File: config.mk
export PLATFORM = sky130hd
export DESIGN_NAME = sha256_message_hasher_unit
export DESIGN_NICKNAME = d
export VERILOG_FILES = /design/src/rtl/core/s256_pkg.sv /design/src/rtl/core/sha256_message_hasher_unit.sv /design/src/rtl/core/s256_datapath.sv /design/src/rtl/core/s256_ctrl.sv
export SDC_FILE = /design/constraint.sdc
export NUM_CORES = 2
export LEC_CHECK = 0
export ABC_CLOCK_PERIOD_IN_PS = 16300
export BUFFER_PORTS_ARGS = -buffer_cell sky130_fd_sc_hd__buf_2
export CORE_UTILIZATION = 60
export DETAILED_ROUTE_END_ITERATION = 8
export GPL_TIMING_DRIVEN = 1
export PLACE_DENSITY = 0.76
export SLEW_MARGIN = 40
export SYNTH_ARGS = -nofsm -noshare
export SYNTH_HDL_FRONTEND = slang
export SYNTH_SLANG_ARGS = --single-unit
export TNS_END_PERCENT = 30
File: constraint.sdc
create_clock -name i_clk -period 16.3 [get_ports i_clk]
set_input_delay 1.63 -clock i_clk [delete_from_list [all_inputs] [get_ports i_clk]]
set_output_delay 1.63 -clock i_clk [all_outputs]
set_load 0.1 [all_outputs]
File: src/rtl/core/s256_pkg.sv
// ----------------------------------------------------------------------------
// s256_pkg
// Shared types, constants and round functions for the SHA-256 hasher.
// ----------------------------------------------------------------------------
package s256_pkg;

    // source of the byte pushed into the block window
    typedef enum logic [1:0] {
        BSRC_MSG  = 2'd0,
        BSRC_PAD  = 2'd1,
        BSRC_ZERO = 2'd2,
        BSRC_LEN  = 2'd3
    } t_byte_src;

    // commands from the controller to the datapath
    typedef struct packed {
        logic      put;        // shift one byte into the block window
        t_byte_src src;        // which byte to shift in
        logic [2:0] len_idx;   // length byte index, 0 = most significant
        logic      count_en;   // count a message byte
        logic      load_vars;  // load a..h from the hash words
        logic      round;      // run one compression round
        logic [5:0] round_idx; // round number for the constant table
        logic      update;     // add a..h into the hash words
        logic      dig_load;   // move digest to output buffer, restart hash
    } t_cmd;

    // status from the datapath to the controller
    typedef struct packed {
        logic out_busy;        // output buffer still holds digest words
    } t_stat;

    localparam logic [7:0] PAD_BYTE  = 8'h80;
    localparam logic [5:0] LEN_START = 6'd56;
    localparam logic [5:0] LAST_POS  = 6'd63;
    localparam logic [5:0] LAST_RND  = 6'd63;
    localparam logic [2:0] LAST_WORD = 3'd7;

    // initial hash value H0..H7
    function automatic logic [31:0] init_hash(input logic [2:0] idx);
        logic [31:0] v;
        case (idx)
            3'd0:    v = 32'h6a09e667;
            3'd1:    v = 32'hbb67ae85;
            3'd2:    v = 32'h3c6ef372;
            3'd3:    v = 32'ha54ff53a;
            3'd4:    v = 32'h510e527f;
            3'd5:    v = 32'h9b05688c;
            3'd6:    v = 32'h1f83d9ab;
            default: v = 32'h5be0cd19;
        endcase
        return v;
    endfunction

    // round constants K0..K63
    function automatic logic [31:0] round_k(input logic [5:0] idx);
        logic [31:0] v;
        case (idx)
            6'd0:  v = 32'h428a2f98; 6'd1:  v = 32'h71374491;
            6'd2:  v = 32'hb5c0fbcf; 6'd3:  v = 32'he9b5dba5;
            6'd4:  v = 32'h3956c25b; 6'd5:  v = 32'h59f111f1;
            6'd6:  v = 32'h923f82a4; 6'd7:  v = 32'hab1c5ed5;
            6'd8:  v = 32'hd807aa98; 6'd9:  v = 32'h12835b01;
            6'd10: v = 32'h243185be; 6'd11: v = 32'h550c7dc3;
            6'd12: v = 32'h72be5d74; 6'd13: v = 32'h80deb1fe;
            6'd14: v = 32'h9bdc06a7; 6'd15: v = 32'hc19bf174;
            6'd16: v = 32'he49b69c1; 6'd17: v = 32'hefbe4786;
            6'd18: v = 32'h0fc19dc6; 6'd19: v = 32'h240ca1cc;
            6'd20: v = 32'h2de92c6f; 6'd21: v = 32'h4a7484aa;
            6'd22: v = 32'h5cb0a9dc; 6'd23: v = 32'h76f988da;
            6'd24: v = 32'h983e5152; 6'd25: v = 32'ha831c66d;
            6'd26: v = 32'hb00327c8; 6'd27: v = 32'hbf597fc7;
            6'd28: v = 32'hc6e00bf3; 6'd29: v = 32'hd5a79147;
            6'd30: v = 32'h06ca6351; 6'd31: v = 32'h14292967;
            6'd32: v = 32'h27b70a85; 6'd33: v = 32'h2e1b2138;
            6'd34: v = 32'h4d2c6dfc; 6'd35: v = 32'h53380d13;
            6'd36: v = 32'h650a7354; 6'd37: v = 32'h766a0abb;
            6'd38: v = 32'h81c2c92e; 6'd39: v = 32'h92722c85;
            6'd40: v = 32'ha2bfe8a1; 6'd41: v = 32'ha81a664b;
            6'd42: v = 32'hc24b8b70; 6'd43: v = 32'hc76c51a3;
            6'd44: v = 32'hd192e819; 6'd45: v = 32'hd6990624;
            6'd46: v = 32'hf40e3585; 6'd47: v = 32'h106aa070;
            6'd48: v = 32'h19a4c116; 6'd49: v = 32'h1e376c08;
            6'd50: v = 32'h2748774c; 6'd51: v = 32'h34b0bcb5;
            6'd52: v = 32'h391c0cb3; 6'd53: v = 32'h4ed8aa4a;
            6'd54: v = 32'h5b9cca4f; 6'd55: v = 32'h682e6ff3;
            6'd56: v = 32'h748f82ee; 6'd57: v = 32'h78a5636f;
            6'd58: v = 32'h84c87814; 6'd59: v = 32'h8cc70208;
            6'd60: v = 32'h90befffa; 6'd61: v = 32'ha4506ceb;
            6'd62: v = 32'hbef9a3f7; 6'd63: v = 32'hc67178f2;
            default: v = 32'h0;
        endcase
        return v;
    endfunction

    function automatic logic [31:0] big_sigma0(input logic [31:0] x);
        return {x[1:0], x[31:2]} ^ {x[12:0], x[31:13]} ^ {x[21:0], x[31:22]};
    endfunction

    function automatic logic [31:0] big_sigma1(input logic [31:0] x);
        return {x[5:0], x[31:6]} ^ {x[10:0], x[31:11]} ^ {x[24:0], x[31:25]};
    endfunction

    function automatic logic [31:0] small_sigma0(input logic [31:0] x);
        return {x[6:0], x[31:7]} ^ {x[17:0], x[31:18]} ^ {3'b000, x[31:3]};
    endfunction

    function automatic logic [31:0] small_sigma1(input logic [31:0] x);
        return {x[16:0], x[31:17]} ^ {x[18:0], x[31:19]} ^ {10'd0, x[31:10]};
    endfunction

endpackage

File: src/rtl/core/sha256_message_hasher_unit.sv
// ----------------------------------------------------------------------------
// sha256_message_hasher_unit
// SHA-256 over a byte stream; emits the eight digest words per message.
// ----------------------------------------------------------------------------
//  channel  | dir | tdata                          | tuser      | tlast
//  s_axis   | in  | [7:0] data_byte                | byte_valid | end_of_message
//  m_axis   | out | [31:0] digest_word, [34:32]    | -          | last_word
//           |     | word_index, [39:35] zero       |            |
//
//  Bytes are taken in the idle state; every 64th byte starts a compression of
//  the block on the single round unit, followed by one hash update.
//  End of message adds the padding and length bytes, one or two block
//  compressions and a move of the digest into the output buffer.
//  Synchronous active-low reset restores the initial hash and clears counters.
//  Input stalls during compression and padding; the digest drains while the
//  next message is taken, and the next digest waits until the buffer is empty.
// ----------------------------------------------------------------------------
module sha256_message_hasher_unit (
    input  logic        i_clk,
    input  logic        i_rst_n,
    input  logic        s_axis_tvalid,
    output logic        s_axis_tready,
    input  logic [7:0]  s_axis_tdata,   // [7:0] data_byte
    input  logic [0:0]  s_axis_tuser,   // [0] byte_valid
    input  logic        s_axis_tlast,   // end_of_message
    output logic        m_axis_tvalid,
    input  logic        m_axis_tready,
    output logic [39:0] m_axis_tdata,   // [31:0] digest_word, [34:32] word_index
    output logic        m_axis_tlast    // last_word
);
    import s256_pkg::*;

    t_cmd        cmd;
    t_stat       stat;
    logic [31:0] digest_word;
    logic [2:0]  word_index;

    s256_ctrl u_ctrl (
        .i_clk        (i_clk),
        .i_rst_n      (i_rst_n),
        .i_in_valid   (s_axis_tvalid),
        .i_byte_valid (s_axis_tuser[0]),
        .i_eom        (s_axis_tlast),
        .o_in_ready   (s_axis_tready),
        .i_stat       (stat),
        .o_cmd        (cmd)
    );

    s256_datapath u_datapath (
        .i_clk         (i_clk),
        .i_rst_n       (i_rst_n),
        .i_data_byte   (s_axis_tdata),
        .i_cmd         (cmd),
        .o_stat        (stat),
        .o_digest_word (digest_word),
        .o_word_index  (word_index),
        .o_last_word   (m_axis_tlast),
        .o_out_valid   (m_axis_tvalid),
        .i_out_ready   (m_axis_tready)
    );

    assign m_axis_tdata = {5'b00000, word_index, digest_word};

    // no input is taken while rounds run
    a_no_input_in_rounds: assert property (@(posedge i_clk) disable iff (!i_rst_n)
        cmd.round |-> !s_axis_tready)
        else $error("input accepted during compression");

    // a new digest never overwrites one still draining
    a_digest_no_overrun: assert property (@(posedge i_clk) disable iff (!i_rst_n)
        cmd.dig_load |-> !m_axis_tvalid)
        else $error("digest loaded over a busy output buffer");

    // digest words leave in order without gaps
    a_digest_in_order: assert property (@(posedge i_clk) disable iff (!i_rst_n)
        (m_axis_tvalid && m_axis_tready && !m_axis_tlast) |=>
            (m_axis_tvalid && word_index == $past(word_index) + 3'd1))
        else $error("digest words out of order");

endmodule

File: src/rtl/core/s256_datapath.sv
// ----------------------------------------------------------------------------
// s256_datapath
// Block window with message schedule, round unit, hash words, byte counter
// and the digest output buffer.
// ----------------------------------------------------------------------------
module s256_datapath (
    input  logic             i_clk,
    input  logic             i_rst_n,
    input  logic [7:0]       i_data_byte,
    input  s256_pkg::t_cmd   i_cmd,
    output s256_pkg::t_stat  o_stat,
    output logic [31:0]      o_digest_word,
    output logic [2:0]       o_word_index,
    output logic             o_last_word,
    output logic             o_out_valid,
    input  logic             i_out_ready
);
    import s256_pkg::*;

    logic [31:0] r_w [0:15];    // block window, word 0 is the current W
    logic [31:0] r_v [0:7];     // working variables a..h
    logic [31:0] r_hash [0:7];
    logic [31:0] r_dig [0:7];   // digest waiting for the output side
    logic [60:0] r_msg_bytes;
    logic [2:0]  r_oidx;
    logic        r_ovalid;

    logic [63:0] len_bits;
    logic [7:0]  put_byte;
    logic [31:0] sched_new;
    logic [31:0] t1;
    logic [31:0] t2;
    logic [31:0] ch;
    logic [31:0] maj;
    logic        out_beat;

    // pick the byte to shift in
    assign len_bits = {r_msg_bytes, 3'b000};
    always_comb begin
        case (i_cmd.src)
            BSRC_MSG:  put_byte = i_data_byte;
            BSRC_PAD:  put_byte = PAD_BYTE;
            BSRC_ZERO: put_byte = 8'h00;
            BSRC_LEN:  put_byte = 8'(len_bits >> {~i_cmd.len_idx, 3'b000});
            default:   put_byte = 8'h00;
        endcase
    end

    // schedule word and round sums
    assign sched_new = small_sigma1(r_w[14]) + r_w[9] + small_sigma0(r_w[1]) + r_w[0];
    assign ch  = (r_v[4] & r_v[5]) ^ (~r_v[4] & r_v[6]);
    assign maj = (r_v[0] & r_v[1]) ^ (r_v[0] & r_v[2]) ^ (r_v[1] & r_v[2]);
    assign t1  = r_v[7] + big_sigma1(r_v[4]) + ch + round_k(i_cmd.round_idx) + r_w[0];
    assign t2  = big_sigma0(r_v[0]) + maj;

    // shift bytes in, or advance the schedule one word per round
    always_ff @(posedge i_clk) begin
        if (i_cmd.put) begin
            for (int i = 0; i < 15; i++) begin
                r_w[i] <= {r_w[i][23:0], r_w[i+1][31:24]};
            end
            r_w[15] <= {r_w[15][23:0], put_byte};
        end else if (i_cmd.round) begin
            for (int i = 0; i < 15; i++) begin
                r_w[i] <= r_w[i+1];
            end
            r_w[15] <= sched_new;
        end
    end

    // load and run the working variables
    always_ff @(posedge i_clk) begin
        if (i_cmd.load_vars) begin
            for (int i = 0; i < 8; i++) begin
                r_v[i] <= r_hash[i];
            end
        end else if (i_cmd.round) begin
            r_v[0] <= t1 + t2;
            r_v[1] <= r_v[0];
            r_v[2] <= r_v[1];
            r_v[3] <= r_v[2];
            r_v[4] <= r_v[3] + t1;
            r_v[5] <= r_v[4];
            r_v[6] <= r_v[5];
            r_v[7] <= r_v[6];
        end
    end

    // hash words and message length
    always_ff @(posedge i_clk) begin
        if (!i_rst_n) begin
            for (int i = 0; i < 8; i++) begin
                r_hash[i] <= init_hash(3'(i));
            end
            r_msg_bytes <= '0;
        end else begin
            if (i_cmd.update) begin
                for (int i = 0; i < 8; i++) begin
                    r_hash[i] <= r_hash[i] + r_v[i];
                end
            end else if (i_cmd.dig_load) begin
                for (int i = 0; i < 8; i++) begin
                    r_hash[i] <= init_hash(3'(i));
                end
            end
            if (i_cmd.dig_load) begin
                r_msg_bytes <= '0;
            end else if (i_cmd.count_en) begin
                r_msg_bytes <= r_msg_bytes + 61'd1;
            end
        end
    end

    // output buffer control
    assign out_beat = r_ovalid && i_out_ready;
    always_ff @(posedge i_clk) begin
        if (!i_rst_n) begin
            r_ovalid <= 1'b0;
            r_oidx   <= '0;
        end else if (i_cmd.dig_load) begin
            r_ovalid <= 1'b1;
            r_oidx   <= '0;
        end else if (out_beat) begin
            r_oidx <= r_oidx + 3'd1;
            if (r_oidx == LAST_WORD) begin
                r_ovalid <= 1'b0;
            end
        end
    end

    // digest words, drained from word 0
    always_ff @(posedge i_clk) begin
        if (i_cmd.dig_load) begin
            for (int i = 0; i < 8; i++) begin
                r_dig[i] <= r_hash[i];
            end
        end else if (out_beat) begin
            for (int i = 0; i < 7; i++) begin
                r_dig[i] <= r_dig[i+1];
            end
            r_dig[7] <= r_dig[7];
        end
    end

    assign o_stat.out_busy = r_ovalid;
    assign o_out_valid     = r_ovalid;
    assign o_digest_word   = r_dig[0];
    assign o_word_index    = r_oidx;
    assign o_last_word     = (r_oidx == LAST_WORD);

endmodule

File: src/rtl/core/s256_ctrl.sv
// ----------------------------------------------------------------------------
// s256_ctrl
// Sequencer: takes message bytes, runs 64 rounds per block, inserts the
// padding and length bytes, and hands the digest to the output buffer.
// ----------------------------------------------------------------------------
module s256_ctrl (
    input  logic             i_clk,
    input  logic             i_rst_n,
    input  logic             i_in_valid,
    input  logic             i_byte_valid,
    input  logic             i_eom,
    output logic             o_in_ready,
    input  s256_pkg::t_stat  i_stat,
    output s256_pkg::t_cmd   o_cmd
);
    import s256_pkg::*;

    typedef enum logic [4:0] {
        ST_IDLE   = 5'b00001,
        ST_ROUND  = 5'b00010,
        ST_UPDATE = 5'b00100,
        ST_PAD    = 5'b01000,
        ST_DONE   = 5'b10000
    } t_state;

    t_state     r_state, n_state;
    logic [5:0] r_byte_cnt, n_byte_cnt;
    logic [5:0] r_round, n_round;
    logic       r_pad, n_pad;         // padding owed for this message
    logic       r_sent80, n_sent80;   // pad byte 0x80 already placed
    logic       r_len_ok, n_len_ok;   // the length may go in this block
    logic       r_fin, n_fin;         // last block is being compressed

    // next state and commands
    always_comb begin
        n_state    = r_state;
        n_byte_cnt = r_byte_cnt;
        n_round    = r_round;
        n_pad      = r_pad;
        n_sent80   = r_sent80;
        n_len_ok   = r_len_ok;
        n_fin      = r_fin;
        o_cmd      = '0;
        o_cmd.src  = BSRC_MSG;
        o_in_ready = 1'b0;
        case (r_state)
            ST_IDLE: begin
                o_in_ready = 1'b1;
                if (i_in_valid) begin
                    if (i_eom) begin
                        n_pad = 1'b1;
                    end
                    if (i_byte_valid) begin
                        o_cmd.put      = 1'b1;
                        o_cmd.count_en = 1'b1;
                        n_byte_cnt     = r_byte_cnt + 6'd1;
                        if (r_byte_cnt == LAST_POS) begin
                            o_cmd.load_vars = 1'b1;
                            n_round         = '0;
                            n_state         = ST_ROUND;
                        end else if (i_eom) begin
                            n_state = ST_PAD;
                        end
                    end else if (i_eom) begin
                        n_state = ST_PAD;
                    end
                end
            end
            ST_ROUND: begin
                o_cmd.round     = 1'b1;
                o_cmd.round_idx = r_round;
                n_round         = r_round + 6'd1;
                if (r_round == LAST_RND) begin
                    n_state = ST_UPDATE;
                end
            end
            ST_UPDATE: begin
                o_cmd.update = 1'b1;
                if (r_fin) begin
                    n_state = ST_DONE;
                end else if (r_pad) begin
                    // padding goes on in a new block; the length may go here if the pad byte is placed
                    n_len_ok = r_sent80;
                    n_state  = ST_PAD;
                end else begin
                    n_state = ST_IDLE;
                end
            end
            ST_PAD: begin
                o_cmd.put  = 1'b1;
                n_byte_cnt = r_byte_cnt + 6'd1;
                if (!r_sent80) begin
                    o_cmd.src = BSRC_PAD;
                    n_sent80  = 1'b1;
                    n_len_ok  = (r_byte_cnt < LEN_START);
                end else if (r_len_ok && r_byte_cnt >= LEN_START) begin
                    o_cmd.src     = BSRC_LEN;
                    o_cmd.len_idx = r_byte_cnt[2:0];
                    if (r_byte_cnt == LAST_POS) begin
                        n_fin = 1'b1;
                    end
                end else begin
                    o_cmd.src = BSRC_ZERO;
                end
                if (r_byte_cnt == LAST_POS) begin
                    o_cmd.load_vars = 1'b1;
                    n_round         = '0;
                    n_state         = ST_ROUND;
                end
            end
            ST_DONE: begin
                // hold until the previous digest has drained
                if (!i_stat.out_busy) begin
                    o_cmd.dig_load = 1'b1;
                    n_pad          = 1'b0;
                    n_sent80       = 1'b0;
                    n_len_ok       = 1'b0;
                    n_fin          = 1'b0;
                    n_state        = ST_IDLE;
                end
            end
            default: begin
                n_state = ST_IDLE;
            end
        endcase
    end

    // state registers
    always_ff @(posedge i_clk) begin
        if (!i_rst_n) begin
            r_state    <= ST_IDLE;
            r_byte_cnt <= '0;
            r_round    <= '0;
            r_pad      <= 1'b0;
            r_sent80   <= 1'b0;
            r_len_ok   <= 1'b0;
            r_fin      <= 1'b0;
        end else begin
            r_state    <= n_state;
            r_byte_cnt <= n_byte_cnt;
            r_round    <= n_round;
            r_pad      <= n_pad;
            r_sent80   <= n_sent80;
            r_len_ok   <= n_len_ok;
            r_fin      <= n_fin;
        end
    end

endmodule
==> key figures <==
Logic synthesis
  • Syn Inst Count: 8577
  • Cell taking the most area after synthesis: edfxtp_1
  • Avg Cell Area, Syn: 9.72 um^2
  • Sequential area share after synthesis: 0.466
  • Netlist cell types: 87
  • YS warnings: 0
  • FFs w/ async S/R, synth: 0
  • Post-synth EDFFs: 1152
  • Top cell type's share of synthesized area: 0.415
  • Top post-synthesis cells by count: nand2_1 (2464), edfxtp_1 (1152), a21oi_1 (436)
  • Main area contributors after synthesis: edfxtp_1 (41%), nand2_1 (11%), ha_1 (5.9%), dfxtp_1 (5.1%), fa_1 (4.7%)
  • Count leader, synth: nand2_1
  • Post-Syn Area: 0.0834 mm^2
  • Synth Register Bits: 1366
  • Synth Flop Type: edfxtp_1

Place
  • IO buf count: 51
  • Placer congestion estimate: 0.986
  • Post-DP HPWL: 174000 um
  • Area post-placement: 0.0848 mm^2
  • Placed instance count: 10000
  • Pre-CTS setup slack: 4.90 ns

Routing
  • Routed vias: 64100
  • Routed vias/inst: 6.23
  • Antenna-violating nets left: 0
  • 1st-pass router iterations: 8
  • Avg WL per Cell: 23.8 um
  • DRC violations left: 0
  • Routed WL: 245000 um
  • Initial DRC Count: 6970

Pwr
  • P_sw: 4620 uW
  • Peak VDD IR: 0.127 mV
  • Internal Power: 7910 uW
  • Sequential Power Share: 0.354
  • Sw Ratio: 0.369
  • Comb power frac: 0.375
  • Leak: 0.0364 uW
  • PwrDens: 139 mW/mm^2
  • Clock share of power: 0.271

Timing
  • Clk_skew: 0.0524 ns
  • RSZ-0062 raised after global routing: false
  • PnR worst setup slack: 5.18 ns
  • Final min period: 11.12 ns
  • Setup violations, final: 0
  • Hold_ws: 0.478 ns
  • Pins over their slew limit: 0
  • Max Clk Rate: 0.0900 GHz
  • Least-Margin Pin Slew: 0.987 ns
  • Final TNS setup: 0 ns
  • Fin. Hold Viols: 0
  • Fin crit share: 0.682
  • Slew margin rel.: 0.335

Setup path
  • Crit path DAT: 11.68 ns
  • Worst r2r path cells: 38
  • Critical path launch point type: flip-flop
  • CP most frequent cell: fa_1
  • R2R Setup Slk: 5.18 ns
  • Req. time, crit path: 16.86 ns
  • Slowest stage delay, CP: 0.72 ns
  • Crit-path slowest cell: ha_1
  • Reg2reg start: u_ctrl.r_state[0]
  • Setup CP Type: reg -> reg
  • Crit. End Element: flip-flop
  • Crit Path Max Fanout: 34
  • Worst r2r dst: u_datapath.r_v[0][29]

Clock tree
  • Postcts setup bufs: 0
  • CTS resizes: 0
  • Clock transition at path regs: 0.06 ns
  • Worst skew pair latency: 0.82 ns
  • CTS tree: yes
  • CTS Buffer Depth: 3
  • Hold-fix buffers, CTS: 0
  • Clock sink count: 1366
  • CTS Root Buffer Type: clkbuf_16
  • CTS buffer count: 150
  • Number of H-tree levels: 4

Global routing
  • GR Util met3: 0.0514
  • Global-route wire length before repair: 372000 um
  • Overflow after GRT: 0
  • Vias in the first global route: 61900
  • GRT Total Usage: 0.346
  • Number of antenna violations at the first check in global routing: 2
  • GR peak layer: met2
  • M2 GR Usage: 0.568
  • Met1 global-route usage: 0.444
  • Largest net degree at the start of global routing: 150

Floorplanning
  • Die H: 375 um
  • Initial Util: 0.606
  • I/O pins: 57
  • Die Area: 0.140 mm^2
  • Core Rows: 136
  • Die X-Extent: 375 um
  • Core Region: 0.138 mm^2

Outcome
  • Status: complete, no violations

Cells and area
  • Nets: 8962
  • Register area: 0.0389 mm^2
  • Non-Filler Instances: 10300
  • Fill cell count: 10800
  • Share of layout cells above drive strength 1: 0.0805
  • Cell area after layout: 0.0898 mm^2
  • N_diodes: 0
  • Area Overhead vs Synth: 7.73%
  • Multi-input logic area: 0.0416 mm^2

Min path
  • Hold crit path type: reg -> reg
  • Hold depth: 0
  • Worst Hold Path EP: u_datapath.r_dig[0][255]
  • Origin of the worst min-delay path: u_datapath.r_hash[1][127]

Flow run
  • Max cap viols: 0
-- through the flow --
step	util	total power [uW]
final	0.652	12500
after global routing	0.652	13100
after CTS	0.652	12500
after global placement	0.614	8970
after floorplan	-	7800
after detailed placement	0.616	9060
-- cells by family (layout without fill, tap and decap cells) --
family,count (synthesis),in the layout,synth area share
fa+ha+maj,613,613,0.109
flops,1366,1366,0.466
xor+xnor,617,617,0.0648
buf+inv,775,681,0.0366
other cells,1,5,0.0000450
mux,316,316,0.0427
simple gates,3385,3385,0.167
compound gates,1504,1504,0.114
-- registers in the layout, summed over array words and instances (netlist names) --
| name | count |
|---|---|
| u_datapath.r_v | 256 |
| u_ctrl.r_fin | 1 |
| u_datapath.r_msg_bytes | 61 |
| u_datapath.r_dig | 256 |
| u_ctrl.r_len_ok | 1 |
| u_ctrl.r_sent80 | 1 |
| u_ctrl.r_state | 5 |
| u_datapath.r_hash | 256 |
| u_datapath.o_word_index | 3 |
| u_ctrl.r_byte_cnt | 6 |
| u_datapath.o_out_valid | 1 |
| u_ctrl.r_round | 6 |
| u_datapath.r_w | 512 |
| u_ctrl.r_pad | 1 |
-- worst max-delay path by stage --
stage                      start                    end  cells past startpoint  slack (ns)
4_1_cts        u_ctrl.r_state[0]  u_datapath.r_v[0][29]                     40        4.87
2_1_floorplan      s_axis_tvalid   u_datapath.r_w[0][0]                      5        1.82
3_3_place_gp   u_ctrl.r_state[4]  u_datapath.r_v[0][28]                     38        4.93
5_1_grt        u_ctrl.r_state[0]  u_datapath.r_v[0][29]                     38        4.62
3_5_place_dp   u_ctrl.r_state[0]  u_datapath.r_v[0][29]                     40        4.90
6_report       u_ctrl.r_state[0]  u_datapath.r_v[0][29]                     38        5.18
-- metal layers --
metal	wire, um	vias up
met1	96300	31400
met3	18100	657
met2	116000	2768
li1	-	29300
met4	14000	0
met5	0	-
-- power by group through the flow --
stage          sequential (uW)  clock (uW)  combinational, uW
3_3_place_gp              4490           0               4480
6_report                  4430        3400               4690
3_5_place_dp              4500           0               4560
4_1_cts                   4430        3440               4620
5_1_grt                   4450        3550               5140
2_1_floorplan             4470           0               3330
-- final cells by class --
cell class	instances	share of cell area
multi-input combinational	6440	0.464
sequential	1366	0.433
clock buffer	214	0.0465
tap	1794	0.0250
timing repair buffer	129	0.0124
inverter	272	0.0114
clock inverter	66	0.00822
-- layout by cell type, fill, tap and decap left out, types with 15 or more instances in the layout --
cell       instances
o21bai_1          49
fa_1             195
and3_1            59
nand2b_1          67
a31oi_1           49
o211ai_1          65
o22ai_1           19
a21oi_1          436
a221oi_1          15
nand4_1           38
clkinv_2          16
edfxtp_1        1152
clkbuf_1          48
a21boi_0          17
clkbuf_16        152
nor2b_1           44
xnor2_1          399
ha_1             394
maj3_1            24
xor2_1           217
dfxtp_1          214
nor2_1           367
o31ai_1           33
buf_4             50
nor3_1            96
mux2_2           284
mux2i_1           29
nand2_1         2454
buf_2             51
a21o_1           179
nand3_1          115
o21a_1            63
and2_1            22
inv_1            269
clkinv_1          25
or3_1             35
a211oi_1          50
o21ai_0          366
-- critical path, delay by kind of cell (launching register included) --
| kind | cells | cell delay (ns) |
|---|---|---|
| AO/OA/AOI/OAI | 13 | 3.37 |
| XOR/XNOR | 1 | 0.69 |
| adder cells (fa/ha/maj) | 8 | 3.53 |
| buffers and inverters | 5 | 0.78 |
| flip-flops | 1 | 0.34 |
| multiplexers | 1 | 0.20 |
| AND/OR/NAND/NOR | 10 | 1.89 |
Power figures use the tool's default switching activity.
